## src/rtl/pfb_pkg.sv

```systemverilog
`timescale 1ns / 1ps
`default_nettype none

package pfb_pkg;

	// Display geometry
	localparam int WIDTH  = 128;
	localparam int HEIGHT = 64;
	localparam int PAGES  = 8;

	localparam int COL_W  = $clog2(WIDTH);
	localparam int PAGE_W = (PAGES > 1) ? $clog2(PAGES) : 1;
	localparam int WORD_W = PAGES * 8;

	localparam int QUEUE_DEPTH = 2;

	// Action codes on the request channel
	localparam logic [1:0] ACT_PIXEL = 2'd0;
	localparam logic [1:0] ACT_CLEAR = 2'd1;
	localparam logic [1:0] ACT_FLUSH = 2'd2;

	// Controller command bytes
	localparam logic [7:0] NIBBLE_MASK  = 8'h0F;
	localparam logic [7:0] CMD_COL_HIGH = 8'h10;
	localparam logic [7:0] CMD_PAGE     = 8'hB0;
	localparam logic [7:0] CLEAN_MARK   = 8'hFF;

	localparam logic [3:0] COLUMN_OFFSET_RESET = 4'd2;

	typedef enum logic [1:0] {
		OP_PIXEL = 2'd0,
		OP_CLEAR = 2'd1,
		OP_FLUSH = 2'd2
	} op_t;

	typedef struct packed {
		op_t               op;
		logic [COL_W-1:0]  column;
		logic [PAGE_W-1:0] page;
		logic [2:0]        row;
		logic              erase;
	} pfb_item_t;

	typedef struct packed {
		logic      valid;
		pfb_item_t item;
	} pfb_head_t;

endpackage

`default_nettype wire

```

## src/rtl/pfb_queue.sv

```systemverilog
`timescale 1ns / 1ps
`default_nettype none

module pfb_queue import pfb_pkg::*; (
	input  logic      clk,
	input  logic      arst_n,
	input  logic      push,
	input  pfb_item_t item,
	output logic      full,
	output pfb_head_t head,
	input  logic      pop
);

	localparam int PTR_W = (QUEUE_DEPTH > 1) ? $clog2(QUEUE_DEPTH) : 1;
	localparam int CNT_W = $clog2(QUEUE_DEPTH + 1);

	pfb_item_t        entries_q [QUEUE_DEPTH];
	logic [PTR_W-1:0] wr_ptr_q;
	logic [PTR_W-1:0] rd_ptr_q;
	logic [CNT_W-1:0] count_q;
	logic             do_pop;

	assign full       = (count_q == CNT_W'(QUEUE_DEPTH));
	assign head.valid = (count_q != '0);
	assign head.item  = entries_q[rd_ptr_q];
	assign do_pop     = pop && head.valid;

	function automatic logic [PTR_W-1:0] next_ptr(input logic [PTR_W-1:0] ptr);
		logic [PTR_W-1:0] nxt;
		if (ptr == PTR_W'(QUEUE_DEPTH - 1)) begin
			nxt = '0;
		end else begin
			nxt = ptr + 1'b1;
		end
		return nxt;
	endfunction

	always_ff @(posedge clk or negedge arst_n) begin
		if (!arst_n) begin
			wr_ptr_q <= '0;
			rd_ptr_q <= '0;
			count_q  <= '0;
		end else begin
			if (push) begin
				wr_ptr_q <= next_ptr(wr_ptr_q);
			end
			if (do_pop) begin
				rd_ptr_q <= next_ptr(rd_ptr_q);
			end
			if (push && !do_pop) begin
				count_q <= count_q + 1'b1;
			end else if (!push && do_pop) begin
				count_q <= count_q - 1'b1;
			end
		end
	end

	always_ff @(posedge clk) begin
		if (push) begin
			entries_q[wr_ptr_q] <= item;
		end
	end

endmodule

`default_nettype wire

```

## config.mk

```make
export PLATFORM = sky130hd
export DESIGN_NAME = pfb_queue
export DESIGN_NICKNAME = d
export VERILOG_FILES = /design/src/rtl/pfb_pkg.sv /design/src/rtl/pfb_queue.sv
export SDC_FILE = /design/constraint.sdc
export NUM_CORES = 1
export LEC_CHECK = 0
export BUFFER_PORTS_ARGS = -buffer_cell sky130_fd_sc_hd__buf_2
export CELL_PAD_IN_SITES_DETAIL_PLACEMENT = 1
export CELL_PAD_IN_SITES_GLOBAL_PLACEMENT = 2
export CORE_MARGIN = 2
export CORE_UTILIZATION = 39
export CTS_CLUSTER_DIAMETER = 120
export DETAILED_ROUTE_END_ITERATION = 7
export PLACE_DENSITY = 0.93
export RECOVER_POWER = 25
export SYNTH_ARGS = -nofsm -noshare
export SYNTH_HDL_FRONTEND = slang
export SYNTH_SLANG_ARGS = --single-unit
```

## constraint.sdc

```tcl
create_clock -name clk -period 2.9 [get_ports clk]
set_input_delay 0.29 -clock clk [delete_from_list [all_inputs] [get_ports clk]]
set_output_delay 0.29 -clock clk [all_outputs]
set_load 0.05 [all_outputs]
```

==> impl_metrics.json <==
{
  "antenna_found_initial": 0,
  "wl_per_cell_um": 14.5,
  "cts_sinks": 36,
  "crit_required_ns": 2.61,
  "gp_congestion": 0.630,
  "route.vias.total": 715,
  "cts-buffers-inserted": 5,
  "fin_crit_sh_pct": 75.3,
  "clockBufferDepth": 2,
  "place_ws_ns": 1.07,
  "hold_violations": 0,
  "irDropWorstVdd_v": 0.000578,
  "drive_gt1_share_pct": 50.5,
  "netlist_top_cells_area": "edfxtp_1 69%, mux2_4 9.7%, dfrtp_1 7.2%, mux2_2 5.7%, xor2_1 1.9%",
  "nFillCells": 338,
  "fin_crit_ns": 2.19,
  "syn_area_sq_um": 1400,
  "path_max_fanout": 17,
  "grt_max_degree": 18,
  "seq_area_frac_synth_pct": 76.1,
  "status": "finished, final reports clean",
  "final_nets": 131,
  "syn_to_final_growth_pct": 19.9,
  "syn_inst": 66,
  "worst_hold_path_type": "in -> reg",
  "critical_path_arrival_ns": 1.90,
  "final_util_pct": 49.4,
  "p_leak_nw": 0.661,
  "overflow": 0,
  "antenna_cells": 0,
  "design_area_sq_um": 1670,
  "placed_cell_area_sq_um": 1610,
  "synth_top_area_cell": "edfxtp_1",
  "fp.dieH_um": 63.8,
  "drt_iter0_drc": 16,
  "slew_headroom_pct": 41.7,
  "rows": 21,
  "synth_nets": 87,
  "worst_slew_pin_slew_ns": 0.874,
  "slew_viol_final": 0,
  "path_clk_slew_ns": 0.12,
  "core-area_sq_um": 3390,
  "hpwl_um": 1680,
  "clkLatencyLatePin_ns": 0.34,
  "firstDrtPassIters": 4,
  "port_buffers": 37,
  "cts_tree": "built",
  "fmax_mhz": 458,
  "power_density_nw_per_um2": 1110,
  "critPathKind": "reg -> out",
  "yosys_warnings": 0,
  "grt.total_usage_pct": 13.5,
  "netlist.area_leader.share_pct": 68.9,
  "cts.htree.levels": 2,
  "cap_violations": 0,
  "ys_seq_elements": 36,
  "drc": 0,
  "yosys.cell_types.count": 14,
  "power_mw": 1.85,
  "die_w_um": 63.8,
  "grt_pass1_wl_um": 3880,
  "rsz0062_at_grt": "false",
  "finalClockSkew_ns": 0.0127,
  "wirelength_um": 2280,
  "start_util_pct": 41.2,
  "timing.final.ws_setup_ns": 0.715,
  "startpoint_type": "register",
  "finalSetupViolations": 0,
  "post_drt_via_cell_ratio": 4.55,
  "root_buffer": "clkbuf_4",
  "die_area_sq_um": 4070,
  "syn_area_per_cell_sq_um": 21.1,
  "finalSetupTns_ns": 0,
  "first_global_vias": 833,
  "postRouteAntennaNets": 0,
  "cp-end-kind": "output pin",
  "ioPinCount": 38
}
## cells in the final DEF, fill, tap and decap left out, types with 2 or more instances in the layout
cell type  instances
clkbuf_4           5
edfxtp_1          32
clkbuf_1           6
dfrtp_1            4
clkinv_2           2
mux2_4             9
nor2b_1            2
buf_2             31
xnor2_1            2
mux2_2             7
xor2_1             3
## power by group
group	leakage (nW)	internal, mW	switching (mW)	total [mW]
clock	0.0349	0.0930	0.165	0.258
sequential	0.347	0.696	0.0983	0.794
combinational	0.279	0.263	0.534	0.797
total	0.661	1.05	0.797	1.85
## worst max-delay path: stages, from the launching register on
cell and delay (ns):
dfrtp_1 0.93, mux2_2 0.42, buf_2 0.21
## worst paths after layout
kind,cells after the start,end,slack [ns],from
max in group asynchronous,2,rd_ptr_q,2.50,arst_n
worst min-delay path,1,entries_q[0][1],0.12,item[1]
worst min register to register,1,wr_ptr_q,0.51,wr_ptr_q
worst max-delay path,2,head[0],0.71,rd_ptr_q
min in group asynchronous,2,wr_ptr_q,0.27,arst_n
worst max register to register,6,count_q[1],1.47,count_q[0]
## state kept, by name, indices dropped and copies added (netlist names)
name and cells:
entries_q 32, count_q 2, rd_ptr_q 1, wr_ptr_q 1
## synthesized netlist by cell type
master,number
nor2_1,1
xnor2_1,2
dfrtp_1,4
mux2_4,9
or2_1,1
buf_6,1
ha_1,1
and2_1,1
nor2b_1,2
edfxtp_1,32
xor2_1,3
mux2_2,7
buf_12,1
nand2_1,1
## cell families (layout without fill, tap and decap cells)
family	Yosys count	count (layout)	synth area share, %
buffers and inverters	2	47	2.24
and+or+nand+nor	6	6	2.33
DFF	36	36	76.1
muxes	16	16	15.3
adders and majority gates	1	1	0.897
xor gates and xnor gates	5	5	3.14
## final cells by class
class,instances,area [sq um],area share (%)
sequential,36,1060,63.4
tap,46,57.6,3.44
clock inverter,3,18.8,1.12
multi-input combinational,28,303,18.1
timing repair buffer,39,195,11.7
clock buffer,5,37.5,2.24
## what timing repair did
| item | CTS | global route |
|---|---|---|
| endpoints found under the setup margin | 0 | 0 |
| hold buffers | 1 | 0 |
| endpoints found under the hold margin | 4 | 0 |
| setup buffers | 0 | 0 |
| resized for setup | 0 | 0 |
## metrics by stage
stage / instances / hold slack [ns]
after floorplan: 66 / -0.00559
after global placement: 148 / 0.0981
after detailed placement: 148 / 0.100
after CTS: 157 / 0.111
after global routing: 157 / 0.103
final: 157 / 0.124
## per-layer routing
metal	GRT usage, %	routed length (um)
met3	5.46	140
met2	22.5	1220
met5	0	0
met4	8.70	70
met1	14.0	855
Power figures use the tool's default switching activity.
